$ cat src/rtl/scr_pkg.sv
// Package for the spectrogram column renderer: sizes, codes, the queue command
// type and the warm colour ramp table. Used by every module of the block but scr_ram.
`default_nettype none

package scr_pkg;

  // Geometry of the panel strip and of the bin store.
  localparam int COLUMN_HEIGHT = 172;
  localparam int STRIP_WIDTH   = 256;
  localparam int MAX_BINS      = 256;

  // Derived widths.
  localparam int ROW_W    = (COLUMN_HEIGHT > 1) ? $clog2(COLUMN_HEIGHT) : 1;
  localparam int ADDR_W   = (MAX_BINS > 1) ? $clog2(MAX_BINS) : 1;
  localparam int CNT_W    = $clog2(MAX_BINS + 1);
  localparam int SCROLL_W = $clog2(STRIP_WIDTH);

  // Field widths of the ports.
  localparam int OFFSET_W = 10;
  localparam int COLOR_W  = 16;
  localparam int COL_W    = 11;
  localparam int PROW_W   = 8;
  localparam int BIN_W    = 8;
  localparam int CFG_IDX_W  = 1;
  localparam int CFG_DATA_W = 16;

  // Depth of the command queue between front and back.
  localparam int QUEUE_DEPTH = 2;
  localparam int QPTR_W      = $clog2(QUEUE_DEPTH);

  // Register indexes of the configuration port.
  localparam logic [CFG_IDX_W-1:0] CFG_STRIP_X_OFFSET = 1'd0;
  localparam logic [CFG_IDX_W-1:0] CFG_CURSOR_COLOR   = 1'd1;

  // Reset value of the cursor colour.
  localparam logic [COLOR_W-1:0] CURSOR_COLOR_RESET = 16'h3985;

  // Item operation codes.
  localparam logic OP_LOAD = 1'b0;
  localparam logic OP_TICK = 1'b1;

  // One pixel to be rendered, passed from the front to the back.
  typedef struct packed {
    logic [COL_W-1:0]  column;
    logic [PROW_W-1:0] row;
    logic [ADDR_W-1:0] addr;
    logic              cursor;
    logic              last;
  } scr_cmd_t;

  // Fill status of the command queue.
  typedef struct packed {
    logic full;
    logic empty;
  } q_status_t;

  // Colour ramp stops: position and 8-bit red, green and blue.
  localparam int RAMP_POS [5] = '{0, 56, 128, 190, 255};
  localparam int RAMP_R   [5] = '{'h0B, 'h2E, 'h8A, 'hFF, 'hFF};
  localparam int RAMP_G   [5] = '{'h09, 'h18, 'h3F, 'hB0, 'hF2};
  localparam int RAMP_B   [5] = '{'h08, 'h0A, 'h0C, 'h20, 'hCC};
  localparam int RED_MASK   = 'hF8;
  localparam int GREEN_MASK = 'hFC;

  typedef logic [255:0][COLOR_W-1:0] ramp_lut_t;

  // Unsigned quotient by restoring long division; every numerator of the ramp
  // fits in 16 bits.
  function automatic int quotient(input int num, input int den);
    int q;
    int part;
    int k;
    q = 0;
    part = 0;
    for (k = 15; k >= 0; k--) begin
      part = (part << 1) | ((num >> k) & 1);
      q = q << 1;
      if (part >= den) begin
        part = part - den;
        q = q | 1;
      end
    end
    return q;
  endfunction

  // Builds the amplitude to RGB565 table; evaluated once at elaboration.
  function automatic ramp_lut_t build_ramp_lut();
    ramp_lut_t lut;
    int v;
    int k;
    int seg;
    int span;
    int t;
    int r;
    int g;
    int b;
    for (v = 0; v < 256; v++) begin
      seg = 0;
      for (k = 0; k < 3; k++) begin
        if (seg == k && v > RAMP_POS[k+1]) seg = k + 1;
      end
      span = RAMP_POS[seg+1] - RAMP_POS[seg];
      t = (span != 0) ? quotient((v - RAMP_POS[seg]) * 255, span) : 0;
      r = (RAMP_R[seg] + quotient((RAMP_R[seg+1] - RAMP_R[seg]) * t, 255)) & 'hFF;
      g = (RAMP_G[seg] + quotient((RAMP_G[seg+1] - RAMP_G[seg]) * t, 255)) & 'hFF;
      b = (RAMP_B[seg] + quotient((RAMP_B[seg+1] - RAMP_B[seg]) * t, 255)) & 'hFF;
      lut[v] = COLOR_W'(((r & RED_MASK) << 8) | ((g & GREEN_MASK) << 3) | (b >> 3));
    end
    return lut;
  endfunction

  localparam ramp_lut_t RAMP_LUT = build_ramp_lut();

endpackage

`default_nettype wire

$ cat src/rtl/spectrogram_column_renderer.sv
// Top level of the scrolling spectrogram column renderer.
// Depends on scr_pkg, scr_front, scr_queue, scr_back and scr_ram.
//
//   Channel   Handshake                Payload
//   input     in_valid / in_stall      op, bin_value, last_bin
//   output    out_valid / out_stall    pixel_column, pixel_row, pixel_color,
//                                      is_cursor, end_of_update
//   config    cfg_write                cfg_index, cfg_data
//
// One item is taken per clock while in_stall is low; ticks give one pixel per clock
// while out_stall allows, presented through queue write, bin store read, output register.
// The first load of a new column waits until the command queue has drained,
// so that every pending row has read the bin store.
// Reset is synchronous and clears all control state; the bin store is not cleared.
// A stalled output backs up into the two-entry queue, then stalls the input.
`default_nettype none

module spectrogram_column_renderer
  import scr_pkg::*;
(
  input  wire logic                  clk,
  input  wire logic                  rst,
  input  wire logic                  cfg_write,
  input  wire logic [CFG_IDX_W-1:0]  cfg_index,
  input  wire logic [CFG_DATA_W-1:0] cfg_data,
  input  wire logic                  in_valid,
  output logic                       in_stall,
  input  wire logic                  op,
  input  wire logic [BIN_W-1:0]      bin_value,
  input  wire logic                  last_bin,
  output logic                       out_valid,
  input  wire logic                  out_stall,
  output logic [COL_W-1:0]           pixel_column,
  output logic [PROW_W-1:0]          pixel_row,
  output logic [COLOR_W-1:0]         pixel_color,
  output logic                       is_cursor,
  output logic                       end_of_update
);

  logic [OFFSET_W-1:0] strip_x_offset;
  logic [COLOR_W-1:0]  cursor_color;
  q_status_t           q_status;
  scr_cmd_t            push_cmd;
  scr_cmd_t            head_cmd;
  logic                push;
  logic                pop;
  logic                ram_we;
  logic [ADDR_W-1:0]   ram_waddr;
  logic [BIN_W-1:0]    ram_wdata;
  logic [ADDR_W-1:0]   ram_raddr;
  logic [BIN_W-1:0]    ram_rdata;

  // Configuration registers.
  always_ff @(posedge clk) begin
    if (rst) begin
      strip_x_offset <= '0;
      cursor_color   <= CURSOR_COLOR_RESET;
    end else if (cfg_write) begin
      case (cfg_index)
        CFG_STRIP_X_OFFSET: strip_x_offset <= cfg_data[OFFSET_W-1:0];
        CFG_CURSOR_COLOR:   cursor_color   <= cfg_data[COLOR_W-1:0];
        default: ;
      endcase
    end
  end

  scr_front u_front (
    .clk            (clk),
    .rst            (rst),
    .in_valid       (in_valid),
    .in_stall       (in_stall),
    .op             (op),
    .bin_value      (bin_value),
    .last_bin       (last_bin),
    .strip_x_offset (strip_x_offset),
    .q_status       (q_status),
    .push           (push),
    .cmd            (push_cmd),
    .ram_we         (ram_we),
    .ram_waddr      (ram_waddr),
    .ram_wdata      (ram_wdata)
  );

  scr_queue u_queue (
    .clk      (clk),
    .rst      (rst),
    .push     (push),
    .push_cmd (push_cmd),
    .pop      (pop),
    .head_cmd (head_cmd),
    .status   (q_status)
  );

  // Bin store of one spectrum column.
  scr_ram #(
    .WIDTH (BIN_W),
    .DEPTH (MAX_BINS)
  ) u_bin_store (
    .clk     (clk),
    .wr_en   (ram_we),
    .wr_addr (ram_waddr),
    .wr_data (ram_wdata),
    .rd_en   (pop),
    .rd_addr (ram_raddr),
    .rd_data (ram_rdata)
  );

  scr_back u_back (
    .clk           (clk),
    .rst           (rst),
    .head_cmd      (head_cmd),
    .q_status      (q_status),
    .pop           (pop),
    .ram_raddr     (ram_raddr),
    .ram_rdata     (ram_rdata),
    .cursor_color  (cursor_color),
    .out_valid     (out_valid),
    .out_stall     (out_stall),
    .pixel_column  (pixel_column),
    .pixel_row     (pixel_row),
    .pixel_color   (pixel_color),
    .is_cursor     (is_cursor),
    .end_of_update (end_of_update)
  );

endmodule

`default_nettype wire

$ cat src/rtl/scr_ram.sv
// Generic single write port, single read port RAM with a registered read.
// Stands alone; no package needed.
`default_nettype none

module scr_ram #(
  parameter int WIDTH = 8,
  parameter int DEPTH = 256
) (
  input  wire logic                             clk,
  input  wire logic                             wr_en,
  input  wire logic [$clog2(DEPTH > 1 ? DEPTH : 2)-1:0] wr_addr,
  input  wire logic [WIDTH-1:0]                 wr_data,
  input  wire logic                             rd_en,
  input  wire logic [$clog2(DEPTH > 1 ? DEPTH : 2)-1:0] rd_addr,
  output logic      [WIDTH-1:0]                 rd_data
);

  logic [WIDTH-1:0] mem [DEPTH];

  // Write port and registered read port.
  always_ff @(posedge clk) begin
    if (wr_en) mem[wr_addr] <= wr_data;
    if (rd_en) rd_data <= mem[rd_addr];
  end

endmodule

`default_nettype wire

$ cat src/rtl/scr_front.sv
// Front part: accepts load and tick items, keeps the column state and turns
// each tick of a render into a pixel command. Depends on scr_pkg.
`default_nettype none

module scr_front
  import scr_pkg::*;
(
  input  wire logic                  clk,
  input  wire logic                  rst,
  input  wire logic                  in_valid,
  output logic                       in_stall,
  input  wire logic                  op,
  input  wire logic [BIN_W-1:0]      bin_value,
  input  wire logic                  last_bin,
  input  wire logic [OFFSET_W-1:0]   strip_x_offset,
  input  wire q_status_t             q_status,
  output logic                       push,
  output scr_cmd_t                   cmd,
  output logic                       ram_we,
  output logic [ADDR_W-1:0]          ram_waddr,
  output logic [BIN_W-1:0]           ram_wdata
);

  logic                busy;
  logic                cursor;
  logic [ROW_W-1:0]    row;
  logic [CNT_W-1:0]    count;
  logic [CNT_W-1:0]    count_q;
  logic [ROW_W-1:0]    count_r;
  logic [CNT_W-1:0]    bin_idx;
  logic [ROW_W-1:0]    rem;
  logic [SCROLL_W-1:0] scroll;
  logic [SCROLL_W-1:0] scroll_next;
  logic [ROW_W:0]      rem_sum;
  logic                rem_wrap;
  logic                row_last;
  logic                not_full;
  logic                accept;
  logic                do_load;
  logic                do_tick;

  // A new column may only be loaded once all row commands have read the store.
  assign in_stall = q_status.full || (!busy && !q_status.empty);
  assign accept   = in_valid && !in_stall;
  assign do_load  = accept && (op == OP_LOAD) && !busy;
  assign do_tick  = accept && (op == OP_TICK) && busy;
  assign push     = do_tick;

  assign not_full  = count != CNT_W'(MAX_BINS);
  assign ram_we    = do_load && not_full;
  assign ram_waddr = count[ADDR_W-1:0];
  assign ram_wdata = bin_value;

  // Row to bin mapping steps by count/height, carrying the remainder.
  assign rem_sum  = {1'b0, rem} + {1'b0, count_r};
  assign rem_wrap = rem_sum >= (ROW_W+1)'(COLUMN_HEIGHT);
  assign row_last = row == ROW_W'(COLUMN_HEIGHT - 1);

  assign scroll_next = (scroll == SCROLL_W'(STRIP_WIDTH - 1)) ? '0 : scroll + 1'b1;

  // Command for the pixel of the current tick.
  always_comb begin
    cmd.column = cursor ? COL_W'(strip_x_offset) + COL_W'(scroll_next)
                        : COL_W'(strip_x_offset) + COL_W'(scroll);
    cmd.row    = PROW_W'(row);
    cmd.addr   = bin_idx[ADDR_W-1:0];
    cmd.cursor = cursor;
    cmd.last   = cursor && row_last;
  end

  // Column state.
  always_ff @(posedge clk) begin
    if (rst) begin
      busy    <= 1'b0;
      cursor  <= 1'b0;
      row     <= '0;
      count   <= '0;
      count_q <= '0;
      count_r <= '0;
      bin_idx <= '0;
      rem     <= '0;
      scroll  <= '0;
    end else if (do_load) begin
      if (not_full) begin
        count <= count + 1'b1;
        if (count_r == ROW_W'(COLUMN_HEIGHT - 1)) begin
          count_r <= '0;
          count_q <= count_q + 1'b1;
        end else begin
          count_r <= count_r + 1'b1;
        end
      end
      if (last_bin) begin
        busy    <= 1'b1;
        cursor  <= 1'b0;
        row     <= '0;
        bin_idx <= '0;
        rem     <= '0;
      end
    end else if (do_tick) begin
      if (!cursor) begin
        if (rem_wrap) begin
          rem     <= ROW_W'(rem_sum - (ROW_W+1)'(COLUMN_HEIGHT));
          bin_idx <= bin_idx + count_q + 1'b1;
        end else begin
          rem     <= ROW_W'(rem_sum);
          bin_idx <= bin_idx + count_q;
        end
        if (row_last) begin
          cursor <= 1'b1;
          row    <= '0;
        end else begin
          row <= row + 1'b1;
        end
      end else if (row_last) begin
        busy    <= 1'b0;
        cursor  <= 1'b0;
        row     <= '0;
        count   <= '0;
        count_q <= '0;
        count_r <= '0;
        scroll  <= scroll_next;
      end else begin
        row <= row + 1'b1;
      end
    end
  end

endmodule

`default_nettype wire

$ cat src/rtl/scr_queue.sv
// Short command queue that decouples the front from the back.
// Depends on scr_pkg for the command type and depth.
`default_nettype none

module scr_queue
  import scr_pkg::*;
(
  input  wire logic      clk,
  input  wire logic      rst,
  input  wire logic      push,
  input  wire scr_cmd_t  push_cmd,
  input  wire logic      pop,
  output scr_cmd_t       head_cmd,
  output q_status_t      status
);

  scr_cmd_t              entries [QUEUE_DEPTH];
  logic [QPTR_W-1:0]     wr_ptr;
  logic [QPTR_W-1:0]     rd_ptr;
  logic [QPTR_W:0]       fill;

  assign head_cmd     = entries[rd_ptr];
  assign status.full  = fill == (QPTR_W+1)'(QUEUE_DEPTH);
  assign status.empty = fill == '0;

  // Storage.
  always_ff @(posedge clk) begin
    if (push) entries[wr_ptr] <= push_cmd;
  end

  // Pointers and fill level.
  always_ff @(posedge clk) begin
    if (rst) begin
      wr_ptr <= '0;
      rd_ptr <= '0;
      fill   <= '0;
    end else begin
      if (push) wr_ptr <= (wr_ptr == QPTR_W'(QUEUE_DEPTH - 1)) ? '0 : wr_ptr + 1'b1;
      if (pop)  rd_ptr <= (rd_ptr == QPTR_W'(QUEUE_DEPTH - 1)) ? '0 : rd_ptr + 1'b1;
      if (push && !pop)      fill <= fill + 1'b1;
      else if (pop && !push) fill <= fill - 1'b1;
    end
  end

endmodule

`default_nettype wire

$ cat src/rtl/scr_back.sv
// Back part: pops pixel commands, reads the bin store, maps the amplitude
// through the colour ramp and holds the result item. Depends on scr_pkg.
`default_nettype none

module scr_back
  import scr_pkg::*;
(
  input  wire logic                 clk,
  input  wire logic                 rst,
  input  wire scr_cmd_t             head_cmd,
  input  wire q_status_t            q_status,
  output logic                      pop,
  output logic [ADDR_W-1:0]         ram_raddr,
  input  wire logic [BIN_W-1:0]     ram_rdata,
  input  wire logic [COLOR_W-1:0]   cursor_color,
  output logic                      out_valid,
  input  wire logic                 out_stall,
  output logic [COL_W-1:0]          pixel_column,
  output logic [PROW_W-1:0]         pixel_row,
  output logic [COLOR_W-1:0]        pixel_color,
  output logic                      is_cursor,
  output logic                      end_of_update
);

  logic     rd_valid;
  scr_cmd_t rd_cmd;
  logic     advance;

  // The read stage moves on when the output register is free or being taken.
  assign advance   = rd_valid && (!out_valid || !out_stall);
  assign pop       = !q_status.empty && (!rd_valid || advance);
  assign ram_raddr = head_cmd.addr;

  // Read stage: the store read is in flight alongside its command.
  always_ff @(posedge clk) begin
    if (rst) begin
      rd_valid <= 1'b0;
    end else if (pop) begin
      rd_valid <= 1'b1;
    end else if (advance) begin
      rd_valid <= 1'b0;
    end
  end

  always_ff @(posedge clk) begin
    if (pop) rd_cmd <= head_cmd;
  end

  // Output register.
  always_ff @(posedge clk) begin
    if (rst) begin
      out_valid <= 1'b0;
    end else if (advance) begin
      out_valid <= 1'b1;
    end else if (!out_stall) begin
      out_valid <= 1'b0;
    end
  end

  always_ff @(posedge clk) begin
    if (advance) begin
      pixel_column  <= rd_cmd.column;
      pixel_row     <= rd_cmd.row;
      pixel_color   <= rd_cmd.cursor ? cursor_color : RAMP_LUT[ram_rdata];
      is_cursor     <= rd_cmd.cursor;
      end_of_update <= rd_cmd.last;
    end
  end

endmodule

`default_nettype wire

$ cat config.mk
export PLATFORM = sky130hd
export DESIGN_NAME = spectrogram_column_renderer
export DESIGN_NICKNAME = d
export VERILOG_FILES = /design/src/rtl/scr_pkg.sv /design/src/rtl/spectrogram_column_renderer.sv /design/src/rtl/scr_ram.sv /design/src/rtl/scr_front.sv /design/src/rtl/scr_queue.sv /design/src/rtl/scr_back.sv
export SDC_FILE = /design/constraint.sdc
export NUM_CORES = 2
export LEC_CHECK = 0
export BUFFER_PORTS_ARGS = -buffer_cell sky130_fd_sc_hd__buf_2
export CORE_MARGIN = 2
export CORE_UTILIZATION = 59
export DETAILED_ROUTE_END_ITERATION = 16
export PLACE_DENSITY = 0.75
export SLEW_MARGIN = 10
export SYNTH_ARGS = -nofsm -noshare
export SYNTH_HDL_FRONTEND = slang
export SYNTH_SLANG_ARGS = --single-unit
$ cat constraint.sdc
create_clock -name clk -period 10 [get_ports clk]
set_input_delay 0.5 -clock clk [delete_from_list [all_inputs] [get_ports clk]]
set_output_delay 0.5 -clock clk [all_outputs]
set_load 0.01 [all_outputs]
==> results.txt <==
relative slew slack = 11.5%
vias in the first global route = 54543
clk_lat worst skew = 0.87 ns
Setup Crit Path Kind = register to register
placed inst area = 94300 um2
global-route wire length before repair = 366 mm
Root Buffer = clkbuf_16
slack of the critical path = 5.05 ns
crit path launch type = register
Layout area overhead = 9.71%
Layout Cells excl Fill = 8582
Mapped Area = 92200 um2
die area = 159000 um2
setup TNS = 0 ns
async set or reset register ratio after synthesis = 0%
GRT Total Usage = 31.5%
final hold violation count = 0
Final Cell Area = 101000 um2
fmax = 202 MHz
Vias = 57497
leakage power = 34.0 nW
clk sink count = 2264
CTS tree = done
total gr overflow = 0
Synth area leaders = edfxtp_1 (71%), nand2_1 (4.3%), mux2i_1 (4.0%), mux4_2 (3.1%), dfxtp_1 (2.0%)
register area = 67100 um2
share of the synthesized area in the top cell type = 70.8%
worst hold path class = primary input to register
first-pass iteration count of the detailed router = 6
post-synth top area cell = edfxtp_1
final design utilization = 65.0%
dpl hpwl = 146 mm
routed length per placed instance = 29.5 um
initial DRC count = 9762
dpl cells = 8160
Clock power frac = 33.2%
# port buffers = 70
Netlist cell types = 84
register area share after synthesis = 72.8%
share of cells above drive strength 1 = 10.0%
area of the core = 156000 um2
syn nets = 6411
area of the multi-input gates = 23100 um2
Sw Ratio = 30.3%
Power Density = 232 nW/um2
CP Capture Type = register
gpl congestion = 0.937
TritonCTS Buffers = 214
Critical Path AT = 5.69 ns
min Tclk post-route = 4.95 ns
outcome = completed
Clock Tree Buf Depth = 3
Max FO, Critical Path = 93
Setup Skew = 0.0334 ns
residual DRC count = 0
post-detailed-route count of antenna-violating nets = 0
yosys warns = 0
Comb power frac = 21.3%
Post-synth top flop = edfxtp_1
Initial Util = 59.2%
Sw Pwr = 7.11 mW
Worst-path clk slew = 0.06 ns
fillers = 10500
Pins Over Slew Limit = 0
Req. time, crit path = 10.74 ns
Cell Rows = 145
Nets = 6423
number of enable flip-flop cells after synthesis = 2172
initial antenna violation count = 10
Die H = 399 um
#FFs+latches synth = 2264
PostCTS Resize Cnt = 0
RSZ-0062 raised after global routing = false
IO Pins = 71
Worst-Margin Slew = 1.29 ns
pre-CTS setup slack = 5.21 ns
die width = 399 um
WHS = 0.163 ns
sequential power share = 45.5%
Post-Route WL = 253 mm
max cap viols = 0
internal power = 16.4 mW
Gate Count Post-Synth = 6324
Setup Viol. Count Final = 0
Design Power = 23.5 mW
worst vdd ir = 0.000252 V
vias per cell = 6.70
final worst-path cycle share = 49.5%
CTS H-Tree Depth = 4
syn_area_per_cell = 14.6 um2
largest net degree at the start of global routing = 135
placed cells by master (no fill, tap or decap), types with 14 or more instances in the layout:
cell	n
o221ai_1	129
dlygate4sd3_1	18
xor2_1	33
buf_2	62
buf_4	92
clkinv_1	54
buf_12	14
nor2b_1	18
mux2i_1	364
a211oi_1	36
a22oi_1	17
a311oi_1	26
nor2_1	395
clkbuf_16	214
o22ai_1	55
xnor2_1	26
nor3_1	99
nand4_1	37
a2111oi_0	15
nand3_1	315
mux2_2	26
clkinv_2	36
a31oi_1	60
ha_1	52
dfxtp_1	91
edfxtp_1	2172
a21oi_1	331
mux4_2	126
nand2_1	1060
o211ai_1	30
o21ai_0	137
and3_1	38
clkbuf_1	55
inv_1	29
layer usage:
metal / vias to the layer above / wire (um) / GRT usage, %
met5: - / 207 / 0.575
met4: 14 / 14500 / 16.0
met3: 789 / 36400 / 9.31
met2: 4337 / 112000 / 46.2
met1: 28177 / 90300 / 43.2
li1: 24180 / - / -
synth_stat cells, types with 10 or more instances:
library cell	number
nor4_1	10
xnor2_1	26
nand3_1	315
a32oi_1	11
o221ai_1	129
nand3b_1	10
o211ai_1	30
inv_1	29
o21a_1	13
o21ai_0	138
o2111ai_1	11
nor2b_1	18
o22ai_1	55
a211oi_1	36
edfxtp_1	2172
a22oi_1	18
xor2_1	33
a2111oi_0	17
buf_1	40
buf_2	90
buf_4	23
nand2b_1	10
nand2_1	1060
and3_1	38
nand4_1	37
dfxtp_1	92
a31oi_1	60
a311oi_1	26
buf_6	39
mux2_2	28
nor3_1	99
ha_1	52
a21o_1	12
clkbuf_1	201
mux2i_1	368
nor2_1	399
a21oi_1	331
mux4_2	126
or3_1	12
flip-flops by register name, indices dropped and copies added, names as in the netlist, 2 cells and up, named ones only:
register / count
u_queue.entries: 58
u_front.count_q: 8
u_back.pixel_column: 11
u_front.scroll: 8
u_back.pixel_row: 8
u_back.rd_cmd: 21
u_front.count_r: 8
u_bin_store.rd_data: 8
strip_x_offset: 10
u_front.rem: 8
u_front.count: 9
cursor_color: 16
u_bin_store.mem: 2048
u_back.pixel_color: 16
u_front.bin_idx: 8
u_front.row: 8
u_queue.fill: 2
power by group through the flow:
stage                     registers (mW)  clock network [mW]  logic, mW
after floorplan                     10.8                   0       3.10
after global placement              10.9                   0       4.75
after detailed placement            10.9                   0       4.81
after CTS                           10.7                7.80       4.84
after global routing                10.7                8.15       5.22
final                               10.7                7.79       5.00
critical path, cell delays in order, from the launching register on:
cell	delay, ns
dfxtp_2	0.34
buf_4	0.59
mux2_8	0.77
buf_4	0.82
nand2_1	0.14
nand3_1	0.14
a31oi_1	0.10
o211ai_1	0.44
o21ai_0	0.29
o31ai_1	0.78
and3_1	0.27
area by class of cell:
type | count | share of cell area (%)
Antenna cell | 4 | 0.00990
Clock buffer | 271 | 5.53
Clock inverter | 129 | 1.05
Inverter | 31 | 0.115
Multi-Input combinational cell | 3631 | 22.9
Sequential cell | 2264 | 66.3
Tap cell | 2058 | 2.55
Timing Repair Buffer | 194 | 1.55
path summary, 6_finish.rpt:
path,cells past startpoint,endpoint,from,slack [ns]
hold reg to reg,0,u_back.end_of_update,u_back.rd_cmd[0],0.42
hold / removal,4,strip_x_offset[9],cfg_index,0.16
setup / recovery,10,u_bin_store.rd_data[3],register,5.05
setup reg to reg,10,u_bin_store.rd_data[3],register,5.05
cell families after synthesis:
kind of cell | after synthesis | synth area share (%)
flops | 2264 | 72.8
simple gates | 2034 | 9.34
compound gates | 959 | 6.75
mux | 524 | 7.45
buf+inv | 429 | 2.35
xor+xnor | 59 | 0.561
fa+ha+maj | 55 | 0.771
what timing repair did:
action                                  CTS  global route
hold buffers                             18             0
endpoints found under the setup margin    0             0
endpoints found under the hold margin    29             0
buffers inserted                          0             0
Power figures use the tool's default switching activity.
